==> src/rtl/dsm_pkg.sv <==
// Shared types, register codes and reset values for the debounced sensor matrix.
// No dependencies; every other file but dsm_ram refers to it by scoped names.

package dsm_pkg;

    localparam int DEF_ROWS = 8;
    localparam int DEF_COLS = 8;

    localparam int AXIS_W  = 3;
    localparam int STAMP_W = 32;
    localparam int DEB_W   = 16;
    localparam int MAP_W   = 24;

    // one cell entry in RAM: stable bit, raw bit and change stamp
    localparam int ENTRY_W = STAMP_W + 2;

    localparam int CFG_IDX_W  = 8;
    localparam int CFG_DATA_W = 24;

    localparam int IN_DATA_W  = 40;
    localparam int OUT_DATA_W = 8;

    // register indexes on the configuration channel
    localparam logic [CFG_IDX_W-1:0] REG_DEBOUNCE_TIME = 8'd0;
    localparam logic [CFG_IDX_W-1:0] REG_SWAP_AXES     = 8'd1;
    localparam logic [CFG_IDX_W-1:0] REG_ROW_MAP       = 8'd2;
    localparam logic [CFG_IDX_W-1:0] REG_COL_MAP       = 8'd3;

    localparam logic [DEB_W-1:0] RST_DEBOUNCE_TIME = 16'd50;
    localparam logic [MAP_W-1:0] RST_MAP           = 24'hFAC688;

    typedef struct packed {
        logic [DEB_W-1:0] debounce_time;
        logic             swap_axes;
        logic [MAP_W-1:0] row_map;
        logic [MAP_W-1:0] col_map;
    } cfg_t;

    // one sample after remapping, held between the input side and the cell update
    typedef struct packed {
        logic [AXIS_W-1:0]  cell_row;
        logic [AXIS_W-1:0]  cell_col;
        logic               in_range;
        logic               pressed;
        logic [STAMP_W-1:0] now_ms;
    } item_t;

    typedef struct packed {
        logic               stable;
        logic               raw;
        logic [STAMP_W-1:0] stamp;
    } entry_t;

    typedef struct packed {
        logic [AXIS_W-1:0] cell_row;
        logic [AXIS_W-1:0] cell_col;
        logic              stable_state;
        logic              state_changed;
    } res_t;

endpackage

==> src/rtl/dsm_ram.sv <==
// Generic single-write, single-read RAM with a registered read port.
// Read returns the old contents when the same address is written in that cycle.

module dsm_ram #(
    parameter int WIDTH  = 32,
    parameter int DEPTH  = 64,
    parameter int ADDR_W = $clog2(DEPTH)
) (
    input  logic              clk,
    input  logic              wr_en,
    input  logic [ADDR_W-1:0] wr_addr,
    input  logic [WIDTH-1:0]  wr_data,
    input  logic              rd_en,
    input  logic [ADDR_W-1:0] rd_addr,
    output logic [WIDTH-1:0]  rd_data
);

    logic [WIDTH-1:0] mem [DEPTH];
    logic [WIDTH-1:0] rd_data_reg;

    always_ff @(posedge clk)
    begin
        if (wr_en)
        begin
            mem[wr_addr] <= wr_data;
        end
        if (rd_en)
        begin
            rd_data_reg <= mem[rd_addr];
        end
    end

    assign rd_data = rd_data_reg;

endmodule

==> src/rtl/dsm_remap.sv <==
// Physical-to-logical position remap: optional axis swap, then two 8-entry tables.
// Also flags positions outside the matrix and forms the cell index. Uses dsm_pkg.

module dsm_remap #(
    parameter int ROWS   = dsm_pkg::DEF_ROWS,
    parameter int COLS   = dsm_pkg::DEF_COLS,
    parameter int CELL_W = $clog2(ROWS * COLS)
) (
    input  dsm_pkg::cfg_t                   cfg,
    input  logic [dsm_pkg::AXIS_W-1:0]      phys_row,
    input  logic [dsm_pkg::AXIS_W-1:0]      phys_col,
    output logic [dsm_pkg::AXIS_W-1:0]      cell_row,
    output logic [dsm_pkg::AXIS_W-1:0]      cell_col,
    output logic                            in_range,
    output logic [CELL_W-1:0]               cell_idx
);

    logic [dsm_pkg::AXIS_W-1:0] row_sel;
    logic [dsm_pkg::AXIS_W-1:0] col_sel;

    always_comb
    begin
        row_sel  = cfg.swap_axes ? phys_col : phys_row;
        col_sel  = cfg.swap_axes ? phys_row : phys_col;
        cell_row = cfg.row_map[3 * row_sel +: dsm_pkg::AXIS_W];
        cell_col = cfg.col_map[3 * col_sel +: dsm_pkg::AXIS_W];
        in_range = ({1'b0, cell_row} < 4'(ROWS)) && ({1'b0, cell_col} < 4'(COLS));
        // park outside positions on cell zero; nothing is written for them
        cell_idx = in_range ? CELL_W'(int'(cell_row) * COLS + int'(cell_col)) : '0;
    end

endmodule

==> src/rtl/dsm_cell.sv <==
// Per-cell entry valid bits and debounce update logic.
// Entries come from the external cell RAM or the forward path, else read as zero. Uses dsm_pkg.

module dsm_cell #(
    parameter int ROWS   = dsm_pkg::DEF_ROWS,
    parameter int COLS   = dsm_pkg::DEF_COLS,
    parameter int CELL_W = $clog2(ROWS * COLS)
) (
    input  logic                          clk,
    input  logic                          rst_n,
    input  logic                          take,
    input  logic [CELL_W-1:0]             rd_idx,
    input  logic                          advance,
    input  dsm_pkg::item_t                item,
    input  logic [CELL_W-1:0]             cell_idx,
    input  logic [dsm_pkg::DEB_W-1:0]     debounce_time,
    input  dsm_pkg::entry_t               ram_entry,
    input  logic                          fwd_hit,
    input  dsm_pkg::entry_t               fwd_entry,
    output logic                          entry_wr_en,
    output dsm_pkg::entry_t               entry_wr_data,
    output dsm_pkg::res_t                 res
);

    localparam int CELLS = ROWS * COLS;

    logic [CELLS-1:0] entry_valid_reg;
    logic [CELLS-1:0] entry_valid_next;
    logic             known_reg;

    dsm_pkg::entry_t             cur;
    logic                        stable_new;
    logic                        raw_new;
    logic                        restart;
    logic [dsm_pkg::STAMP_W-1:0] elapsed;

    always_comb
    begin
        // a never-written entry reads as zero; a forwarded write at the edge of the read wins
        if (fwd_hit)
        begin
            cur = fwd_entry;
        end
        else if (known_reg)
        begin
            cur = ram_entry;
        end
        else
        begin
            cur = '0;
        end
        elapsed = item.now_ms - cur.stamp;

        stable_new = cur.stable;
        raw_new    = cur.raw;
        restart    = 1'b0;
        if (item.pressed != cur.stable)
        begin
            if (item.pressed != cur.raw)
            begin
                raw_new = item.pressed;
                restart = 1'b1;
            end
            else if (elapsed >= {16'd0, debounce_time})
            begin
                stable_new = item.pressed;
            end
        end
        else
        begin
            raw_new = item.pressed;
            restart = 1'b1;
        end

        entry_wr_en          = advance && item.in_range;
        entry_wr_data.stable = stable_new;
        entry_wr_data.raw    = raw_new;
        entry_wr_data.stamp  = restart ? item.now_ms : cur.stamp;

        entry_valid_next = entry_valid_reg;
        if (entry_wr_en)
        begin
            entry_valid_next[cell_idx] = 1'b1;
        end

        res.cell_row      = item.cell_row;
        res.cell_col      = item.cell_col;
        res.stable_state  = item.in_range && stable_new;
        res.state_changed = item.in_range && (stable_new != cur.stable);
    end

    always_ff @(posedge clk or negedge rst_n)
    begin
        if (!rst_n)
        begin
            entry_valid_reg <= '0;
        end
        else
        begin
            entry_valid_reg <= entry_valid_next;
        end
    end

    // look up the valid bit alongside the RAM read
    always_ff @(posedge clk)
    begin
        if (take)
        begin
            known_reg <= entry_valid_reg[rd_idx];
        end
    end

endmodule

==> src/rtl/debounced_sensor_matrix.sv <==
// Top level of the debounced sensor matrix: config registers, sample stage,
// cell RAM, forward path and output register. Uses dsm_pkg, dsm_remap, dsm_cell, dsm_ram.
//
// Usage:
//   s_axis carries one scanned sample per transaction; m_axis returns exactly one
//   result per sample, in order. cfg writes one register (index 0 debounce_time,
//   1 swap_axes, 2 row_map, 3 col_map; other indexes are dropped); write it only
//   while no sample is in flight. cfg_ready is always high.
//   A sample passes the stage and output registers to m_axis_tvalid. Throughput
//   is one sample per cycle unless the receiver stalls: the remap and the cell
//   RAM read happen at acceptance, the per-cell read-modify-write when the sample
//   leaves the stage, with a one-entry forward register covering an entry written
//   at the same edge as the read. When the receiver stalls, the result holds in
//   the output register while the next sample is still taken into the stage;
//   s_axis_tready drops only when both are full. Reset clears all cell state at
//   once (per-cell valid bits stand in for zeroed entries), restores the register
//   defaults and empties the pipeline; no clearing pass is needed.

module debounced_sensor_matrix #(
    parameter int ROWS = dsm_pkg::DEF_ROWS,
    parameter int COLS = dsm_pkg::DEF_COLS
) (
    input  logic                              clk,
    input  logic                              rst_n,
    input  logic                              s_axis_tvalid,
    output logic                              s_axis_tready,
    // phys_row [2:0], phys_col [5:3], pressed [6], now_ms [38:7], zero [39]
    input  logic [dsm_pkg::IN_DATA_W-1:0]     s_axis_tdata,
    output logic                              m_axis_tvalid,
    input  logic                              m_axis_tready,
    // cell_row [2:0], cell_col [5:3], stable_state [6], state_changed [7]
    output logic [dsm_pkg::OUT_DATA_W-1:0]    m_axis_tdata,
    input  logic                              cfg_valid,
    output logic                              cfg_ready,
    input  logic [dsm_pkg::CFG_IDX_W-1:0]     cfg_index,
    input  logic [dsm_pkg::CFG_DATA_W-1:0]    cfg_data
);

    localparam int CELLS  = ROWS * COLS;
    localparam int CELL_W = $clog2(CELLS);

    dsm_pkg::cfg_t cfg_reg;

    logic                          s_fire;
    logic                          advance;
    logic                          m_fire;

    logic [dsm_pkg::AXIS_W-1:0]    in_row;
    logic [dsm_pkg::AXIS_W-1:0]    in_col;
    logic                          in_range;
    logic [CELL_W-1:0]             in_idx;

    logic                          stage_valid_reg;
    logic                          stage_valid_next;
    dsm_pkg::item_t                stage_item_reg;
    logic [CELL_W-1:0]             stage_idx_reg;

    logic                          fwd_hit_reg;
    dsm_pkg::entry_t               fwd_entry_reg;

    logic                          out_valid_reg;
    logic                          out_valid_next;
    dsm_pkg::res_t                 out_res_reg;

    logic                          entry_wr_en;
    dsm_pkg::entry_t               entry_wr_data;
    dsm_pkg::entry_t               ram_entry;
    dsm_pkg::res_t                 res;

    assign cfg_ready = 1'b1;

    always_ff @(posedge clk or negedge rst_n)
    begin
        if (!rst_n)
        begin
            cfg_reg.debounce_time <= dsm_pkg::RST_DEBOUNCE_TIME;
            cfg_reg.swap_axes     <= 1'b0;
            cfg_reg.row_map       <= dsm_pkg::RST_MAP;
            cfg_reg.col_map       <= dsm_pkg::RST_MAP;
        end
        else if (cfg_valid && cfg_ready)
        begin
            unique case (cfg_index)
                dsm_pkg::REG_DEBOUNCE_TIME: cfg_reg.debounce_time <= cfg_data[15:0];
                dsm_pkg::REG_SWAP_AXES:     cfg_reg.swap_axes     <= cfg_data[0];
                dsm_pkg::REG_ROW_MAP:       cfg_reg.row_map       <= cfg_data;
                dsm_pkg::REG_COL_MAP:       cfg_reg.col_map       <= cfg_data;
                default:                    ;
            endcase
        end
    end

    dsm_remap #(
        .ROWS   (ROWS),
        .COLS   (COLS),
        .CELL_W (CELL_W)
    ) u_remap (
        .cfg      (cfg_reg),
        .phys_row (s_axis_tdata[2:0]),
        .phys_col (s_axis_tdata[5:3]),
        .cell_row (in_row),
        .cell_col (in_col),
        .in_range (in_range),
        .cell_idx (in_idx)
    );

    assign m_fire        = out_valid_reg && m_axis_tready;
    assign advance       = stage_valid_reg && (!out_valid_reg || m_axis_tready);
    assign s_axis_tready = !stage_valid_reg || advance;
    assign s_fire        = s_axis_tvalid && s_axis_tready;

    always_comb
    begin
        stage_valid_next = stage_valid_reg;
        if (s_fire)
        begin
            stage_valid_next = 1'b1;
        end
        else if (advance)
        begin
            stage_valid_next = 1'b0;
        end

        out_valid_next = out_valid_reg;
        if (advance)
        begin
            out_valid_next = 1'b1;
        end
        else if (m_fire)
        begin
            out_valid_next = 1'b0;
        end
    end

    always_ff @(posedge clk or negedge rst_n)
    begin
        if (!rst_n)
        begin
            stage_valid_reg <= 1'b0;
            out_valid_reg   <= 1'b0;
        end
        else
        begin
            stage_valid_reg <= stage_valid_next;
            out_valid_reg   <= out_valid_next;
        end
    end

    always_ff @(posedge clk)
    begin
        if (s_fire)
        begin
            stage_item_reg.cell_row <= in_row;
            stage_item_reg.cell_col <= in_col;
            stage_item_reg.in_range <= in_range;
            stage_item_reg.pressed  <= s_axis_tdata[6];
            stage_item_reg.now_ms   <= s_axis_tdata[38:7];
            stage_idx_reg           <= in_idx;
            // the RAM read at this edge misses an entry written at the same edge
            fwd_hit_reg             <= entry_wr_en && (stage_idx_reg == in_idx);
            fwd_entry_reg           <= entry_wr_data;
        end
        if (advance)
        begin
            out_res_reg <= res;
        end
    end

    dsm_ram #(
        .WIDTH  (dsm_pkg::ENTRY_W),
        .DEPTH  (CELLS),
        .ADDR_W (CELL_W)
    ) u_cell_ram (
        .clk     (clk),
        .wr_en   (entry_wr_en),
        .wr_addr (stage_idx_reg),
        .wr_data (entry_wr_data),
        .rd_en   (s_fire),
        .rd_addr (in_idx),
        .rd_data (ram_entry)
    );

    dsm_cell #(
        .ROWS   (ROWS),
        .COLS   (COLS),
        .CELL_W (CELL_W)
    ) u_cell (
        .clk           (clk),
        .rst_n         (rst_n),
        .take          (s_fire),
        .rd_idx        (in_idx),
        .advance       (advance),
        .item          (stage_item_reg),
        .cell_idx      (stage_idx_reg),
        .debounce_time (cfg_reg.debounce_time),
        .ram_entry     (ram_entry),
        .fwd_hit       (fwd_hit_reg),
        .fwd_entry     (fwd_entry_reg),
        .entry_wr_en   (entry_wr_en),
        .entry_wr_data (entry_wr_data),
        .res           (res)
    );

    assign m_axis_tvalid = out_valid_reg;
    assign m_axis_tdata  = {out_res_reg.state_changed, out_res_reg.stable_state,
                            out_res_reg.cell_col, out_res_reg.cell_row};

endmodule

==> config.mk <==
export PLATFORM = sky130hd
export DESIGN_NAME = debounced_sensor_matrix
export DESIGN_NICKNAME = d
export VERILOG_FILES = /design/src/rtl/dsm_pkg.sv /design/src/rtl/dsm_ram.sv /design/src/rtl/dsm_remap.sv /design/src/rtl/dsm_cell.sv /design/src/rtl/debounced_sensor_matrix.sv
export SDC_FILE = /design/constraint.sdc
export NUM_CORES = 2
export LEC_CHECK = 0
export BUFFER_PORTS_ARGS = -buffer_cell sky130_fd_sc_hd__buf_2
export CORE_MARGIN = 2
export CORE_UTILIZATION = 63
export CTS_BUF_LIST = sky130_fd_sc_hd__clkbuf_4 sky130_fd_sc_hd__clkbuf_8 sky130_fd_sc_hd__clkbuf_16
export DETAILED_ROUTE_END_ITERATION = 8
export PLACE_DENSITY = 0.88
export SLEW_MARGIN = 20
export SYNTH_ARGS = -nofsm -noshare
export SYNTH_HDL_FRONTEND = slang
export SYNTH_SLANG_ARGS = --single-unit
==> constraint.sdc <==
create_clock -name clk -period 8.63 [get_ports clk]
set_input_delay 0.863 -clock clk [delete_from_list [all_inputs] [get_ports clk]]
set_output_delay 0.863 -clock clk [all_outputs]
set_load 0.02 [all_outputs]
# Word-level counts from Yosys, hierarchy flattened

Memory sizes are Yosys's and may differ from the RTL's. A register that Yosys moved wholly into a read port is not among the register bits.
Index checks and enable logic that the tools add are counted.

Eq/ne operators: 7
Reduce and logical (&&, ||, !) cells: 16
Divide/modulo/power cells: 0
Add/subtract/negate cells: 2
Magnitude comparators: 4
Bitwise logic cells: 1
Shift-type cells: 2
Mux-type cells: 22
$mul: 2

Operators by type and width:

| cell                                                                                 | count |
|---|---|
| 34-bit 2-to-1 mux                                                                    | 2 |
| 64-bit bitwise OR                                                                    | 1 |
| 24-bit by 6-bit indexed part select with 3-bit output                                | 2 |
| 32-bit by 16-bit greater-or-equal comparator with 1-bit output                       | 1 |
| 32-bit 2-to-1 mux                                                                    | 1 |
| 32-bit subtractor                                                                    | 1 |
| 8-bit by 2-bit equality test with 1-bit output (second input constant)               | 2 |
| 1-bit 2-to-1 mux                                                                     | 15 |
| 6-bit by 7-bit < comparator with 1-bit output (second input constant)                | 2 |
| 2-bit by 3-bit multiplier with 5-bit output (first input constant)                   | 2 |
| 8-bit by 1-bit equality test with 1-bit output (second input constant)               | 1 |
| 8-bit logical NOT                                                                    | 1 |
| 2-bit AND reduction                                                                  | 4 |
| 6-bit by 3-bit adder with 6-bit output                                               | 1 |
| 1-bit binary-select mux with 6-bit select                                            | 1 |
| 1-bit demux with 6-bit select                                                        | 1 |
| 6-bit equality test                                                                  | 1 |
| 6-bit by 1-bit greater-or-equal comparator with 1-bit output (second input constant) | 1 |
| 3-bit 2-to-1 mux                                                                     | 2 |
| 1-bit logical AND                                                                    | 5 |
| 2-bit nonzero test                                                                   | 2 |
| 1-bit != test                                                                        | 3 |
| 1-bit logical NOT                                                                    | 2 |
| 1-bit logical OR                                                                     | 2 |

Input port bits: 77
Memories: 1
Bits in registers: 220
ROM bits: 0
Bits in latches: 0
Memory bits (writable): 2,176
Output and inout port bits: 11

Memory list:

| memory         | depth | bits a word | rd ports | clocked after Yosys merged registers in | wr ports | line          | RTL |
|---|---|---|---|---|---|---|---|
| u_cell_ram.mem | 64    | 34          | 1        | 1                                       | 1        | dsm_ram.sv:18 | `logic [WIDTH-1:0] mem [DEPTH];` |

# Longest topological paths before layout

Word-level depth: 8
Depth in mapped cells: 25
Depth with buffers taken out: 23

# Hierarchy

A second synthesis with hierarchy kept.

Cell total of the unflattened synthesis: 4,891
Area total of the unflattened synthesis: 97,121.9 um2

Modules (own cells, without submodules):

| module                  | instances | sequential area each (um2) | cells an instance | area an instance (um2) |
|---|---|---|---|---|
| dsm_ram                 | 1         | 66,363.6                   | 3,744             | 84,114.4 |
| dsm_cell                | 1         | 1,631.6                    | 795               | 6,852.8 |
| debounced_sensor_matrix | 1         | 4,383.0                    | 249               | 5,383.9 |
| dsm_remap               | 1         | 0.0                        | 103               | 770.7 |

# Worst setup path before layout

OpenSTA, ideal clock, no wires.

Kind: register to register
From: register fwd_hit_reg
To: register fwd_entry_reg[33] in the netlist's numbering (data pin)
Setup slack: 2.426 ns
Data required time: 8.273 ns
Setup time: 0.357 ns
Path buffers: 3
Stages on the path, launching flop included: 26
Arrival: 5.847 ns
Period minus slack after synthesis: 6.204 ns
Path through: edfxtp_1 > buf_4 > buf_6 > buf_4 > a22o_1 > ha_1 > inv_1 > ha_1 > a32oi_1 > a32oi_1 > a41oi_1 > o41a_1 > o21a_1 > xnor2_1 > ha_1 > nand2_1 > o21ai_0 > a31oi_1 > o221ai_1 > or4b_1 > nor4_1 > o311a_1 > o2111a_1 > nand4b_4 > o41ai_4 > mux2_1

RTL lines:

| item                   | line                           | RTL |
|---|---|---|
| start, declared        | debounced_sensor_matrix.sv:58  | `logic fwd_hit_reg;` |
| start signal, assigned | debounced_sensor_matrix.sv:160 | `fwd_hit_reg <= entry_wr_en && (stage_idx_reg == in_idx);` |
| end signal, assigned   | debounced_sensor_matrix.sv:161 | `fwd_entry_reg <= entry_wr_data;` |
| end, declared          | debounced_sensor_matrix.sv:59  | `dsm_pkg::entry_t fwd_entry_reg;` |

==> results.json <==
{
  "fmax_mhz": 140.3,
  "startpoint": "u_cell.known_reg",
  "finClkSkew_ps": 29.91,
  "total_power_mw": 25.86,
  "antenna_found_initial": 5,
  "drt-vias-per-instance": 6.952,
  "largest_reg_flops": 2176,
  "maxSlewViolCount": 0,
  "synth_flop_cell": "edfxtp_1",
  "yosysWarnings": 0,
  "r2r-end": "u_cell_ram.mem[54][33]",
  "portBuffers": 85,
  "synthArstFlopShare_pct": 5.404,
  "worst_setup_path_start_kind": "flop",
  "routabilityCongestion": 0.8783,
  "ys_seq_elements": 2424,
  "fin_ws_ps": 1505,
  "drt_iter0_drc": 12890,
  "ir_drop_mv": 0.2245,
  "vias": 69300,
  "setup_viol": 0,
  "route.detailed.drc": 9,
  "dp_hpwl_mm": 136.3,
  "syn-num-nets": 7901,
  "synthCells": 7785,
  "wire_per_inst_um": 27.12,
  "gr-total-overflow": 0,
  "maxCapViolCount": 0,
  "r2r_cells": 23,
  "htreeDepth": 4,
  "netlist.area_leader.share_pct": 69.47,
  "cts_root_buf": "clkbuf_16",
  "initial_utilization_pct": 63.45,
  "critPathRequiredTime_ps": 9200,
  "synth.avg_cell_area_um2": 12.73,
  "clock_latency_ps": 870,
  "final_nets": 7841,
  "ios": 88,
  "n_fill_cell": 8644,
  "yosysTopAreaCell": "edfxtp_1",
  "dieArea_um2": 160500,
  "relSlewSlack_pct": 18.32,
  "critical_path_arrival_ps": 7690,
  "reg2reg_slack_ps": 1500,
  "diodes": 0,
  "fin_crit_sh_pct": 82.56,
  "grt_max_degree": 177,
  "p_leak_nw": 37.88,
  "place_area_um2": 102400,
  "clock-sinks": 2424,
  "dieWidth_um": 400.6,
  "cts_post_setup_buffers_inserted": 0,
  "endpoint_kind": "flop",
  "clkSlewWorstSetupHoldPaths_ps": 60,
  "hold_violations": 0,
  "crit_type": "reg -> reg",
  "wl_mm": 270.3,
  "pwr-share-seq_pct": 52.8,
  "p_clk_share_pct": 37.3,
  "cts.repair.resized": 0,
  "swShare_pct": 24.28,
  "clockBufferDepth": 3,
  "row_count": 145,
  "drt_pre_antenna_iters": 9,
  "preCtsSetupSlack_ps": 1253,
  "power_density_nw_per_um2": 236.1,
  "drive_above_1_share_pct": 11.35,
  "grt_first_pass_wirelength_mm": 400.7,
  "p_sw_mw": 6.278,
  "intPower_mw": 19.58,
  "failed_checks": "design-rule violations",
  "synth_area_leaders": "edfxtp_1 (69%), nand2_1 (8.7%), nand3_1 (5.7%), a311oi_1 (3.4%), dfrtp_1 (2.6%)",
  "grt_usage_pct": 32.78,
  "grt_pass1_vias": 67850,
  "syn_area_um2": 99110,
  "yosysSeqAreaShare_pct": 72.82,
  "r2r_start": "u_cell.known_reg",
  "worst-slew-pin-transition_ps": 1216,
  "final_area_um2": 109500,
  "ant_nets": 0,
  "status": "finished with violations",
  "hp-class": "in -> reg",
  "yosysUniqueCellTypes": 90,
  "chipHeight_um": 400.6,
  "tritoncts": "done",
  "setup.worst_path.end": "u_cell_ram.mem[54][33]",
  "cts_buffers": 214,
  "setup_tns_ps": 0,
  "fp.coreArea_um2": 156200,
  "pwr-share-comb_pct": 9.9,
  "synthToLayoutAreaGrowth_pct": 10.49,
  "synth_edf_count": 2293,
  "cp_max_fo": 66,
  "period_needed_ps": 7125,
  "rsz0062_at_grt": "false"
}
[routing by layer]
layer | vias to the layer above | wire length [um] | global-route usage, %
met5 | - | 25 | 0
met4 | 4 | 16400 | 18.08
met1 | 32740 | 87830 | 41.86
met2 | 6729 | 126400 | 51.85
met3 | 1329 | 39700 | 8.331
li1 | 28500 | - | -
[placed cells by master, fill, tap and decap left out, types with 20 or more instances in the layout]
cell type / instances
a31oi_1: 41
nor2_4: 66
nand2_1: 2303
and3_1: 147
inv_1: 26
nor3_1: 39
nor2_1: 54
nand3_1: 1134
or2_2: 66
dfstp_2: 27
bufinv_16: 20
clkbuf_16: 216
clkinv_1: 55
buf_2: 84
buf_4: 146
a21oi_4: 27
a22oi_1: 21
o21ai_0: 33
a21oi_1: 108
ha_1: 39
a311oi_1: 386
clkbuf_4: 48
edfxtp_1: 2293
dfrtp_1: 104
mux2_2: 51
clkinv_2: 41
buf_12: 22
[cells in the mapped netlist, types with 6 or more instances]
cell type	instances
nand2_1	2303
edfxtp_1	2293
nand3_1	1135
a311oi_1	386
clkbuf_1	354
and3_1	147
a21oi_1	135
buf_2	126
nor2_1	120
dfrtp_1	104
or2_2	67
mux2_2	52
a31oi_1	43
nor3_1	41
ha_1	39
buf_1	35
o21ai_0	35
dfstp_2	27
inv_1	26
a22oi_1	21
and2_1	19
nand3b_1	19
xnor2_1	19
mux2i_1	14
a21o_1	13
buf_4	12
mux4_2	12
nand4_1	12
o211ai_1	10
o21a_1	10
xor2_1	10
nor4_1	9
and3b_1	8
nor2b_1	8
nand2b_1	7
a211oi_1	6
o2111ai_1	6
[power by group through the flow]
stage | registers, mW | logic (mW) | clock network, mW
after global placement | 13.9 | 2.31 | 0
after detailed placement | 13.9 | 2.43 | 0
after floorplan | 13.9 | 1.56 | 0
final | 13.6 | 2.56 | 9.66
after CTS | 13.6 | 2.48 | 9.64
after global routing | 13.7 | 2.73 | 10.1
[worst min path at each step]
stage | from | endpoint | slack [ps] | depth (start not counted)
global placement | u_cell.entry_valid_reg[20] | u_cell.entry_valid_reg[20] | 450 | 1
global route | s_axis_tdata[25] | stage_item_reg[18] | 150 | 1
detailed placement | u_cell.entry_valid_reg[25] | u_cell.entry_valid_reg[25] | 450 | 1
floorplan | stage_item_reg[37] | m_axis_tdata[0] | 420 | 0
finish | s_axis_tdata[26] | stage_item_reg[19] | 170 | 1
CTS | s_axis_tdata[25] | stage_item_reg[18] | 140 | 1
[worst max-delay path, cell delays in order (launching register included)]
cell      delay, ps
edfxtp_1        320
buf_4           320
nor2b_2         920
a22o_1          310
ha_1            160
inv_1            80
ha_1            230
a31oi_1         240
a32oi_1         160
a41oi_1         350
o41a_1          350
xor2_1          190
ha_1            270
nand2_1          70
nor2_1           40
a211oi_1        300
o221ai_1        140
or4b_1          530
nor4_1          270
o311a_1         240
o2111a_1        250
nand4b_4        130
o41ai_4         280
mux2_4          620
[what timing repair did]
item / CTS / global route
setup endpoints to repair: 0 / 0
hold buffers: 1 / 0
endpoints found under the hold margin: 2 / 0
[through the flow]
stage | hold slack, ps | util [%] | instances
after global placement | 450.7 | 65.55 | 9566
after floorplan | 424.4 | - | 7785
after detailed placement | 452.5 | 65.55 | 9566
after CTS | 141.0 | 70.09 | 9969
after global routing | 154.5 | 70.11 | 9969
final | 172.6 | 70.11 | 9969
[cells by family after synthesis]
| kind of cell | after synthesis | synth area share (%) |
|---|---|---|
| adders and majority gates | 45 | 0.5567 |
| muxes | 81 | 1.044 |
| and+or+nand+nor | 3925 | 17.34 |
| other | 1 | 0.003784 |
| AOI/OAI and AO/OA | 720 | 5.637 |
| xor gates and xnor gates | 29 | 0.2563 |
| DFF | 2424 | 72.82 |
| buffers and inverters | 560 | 2.348 |
[layout make-up]
| type | instances | area, um^2 | area share [%] |
|---|---|---|---|
| timing repair buffer | 254 | 1978 | 1.806 |
| clock buffer | 268 | 5821 | 5.315 |
| multi-input combinational | 4801 | 25570 | 23.35 |
| tap | 2058 | 2575 | 2.351 |
| inverter | 30 | 132.6 | 0.1211 |
| clock inverter | 134 | 1261 | 1.152 |
| sequential | 2424 | 72170 | 65.90 |
Power figures use the tool's default switching activity.
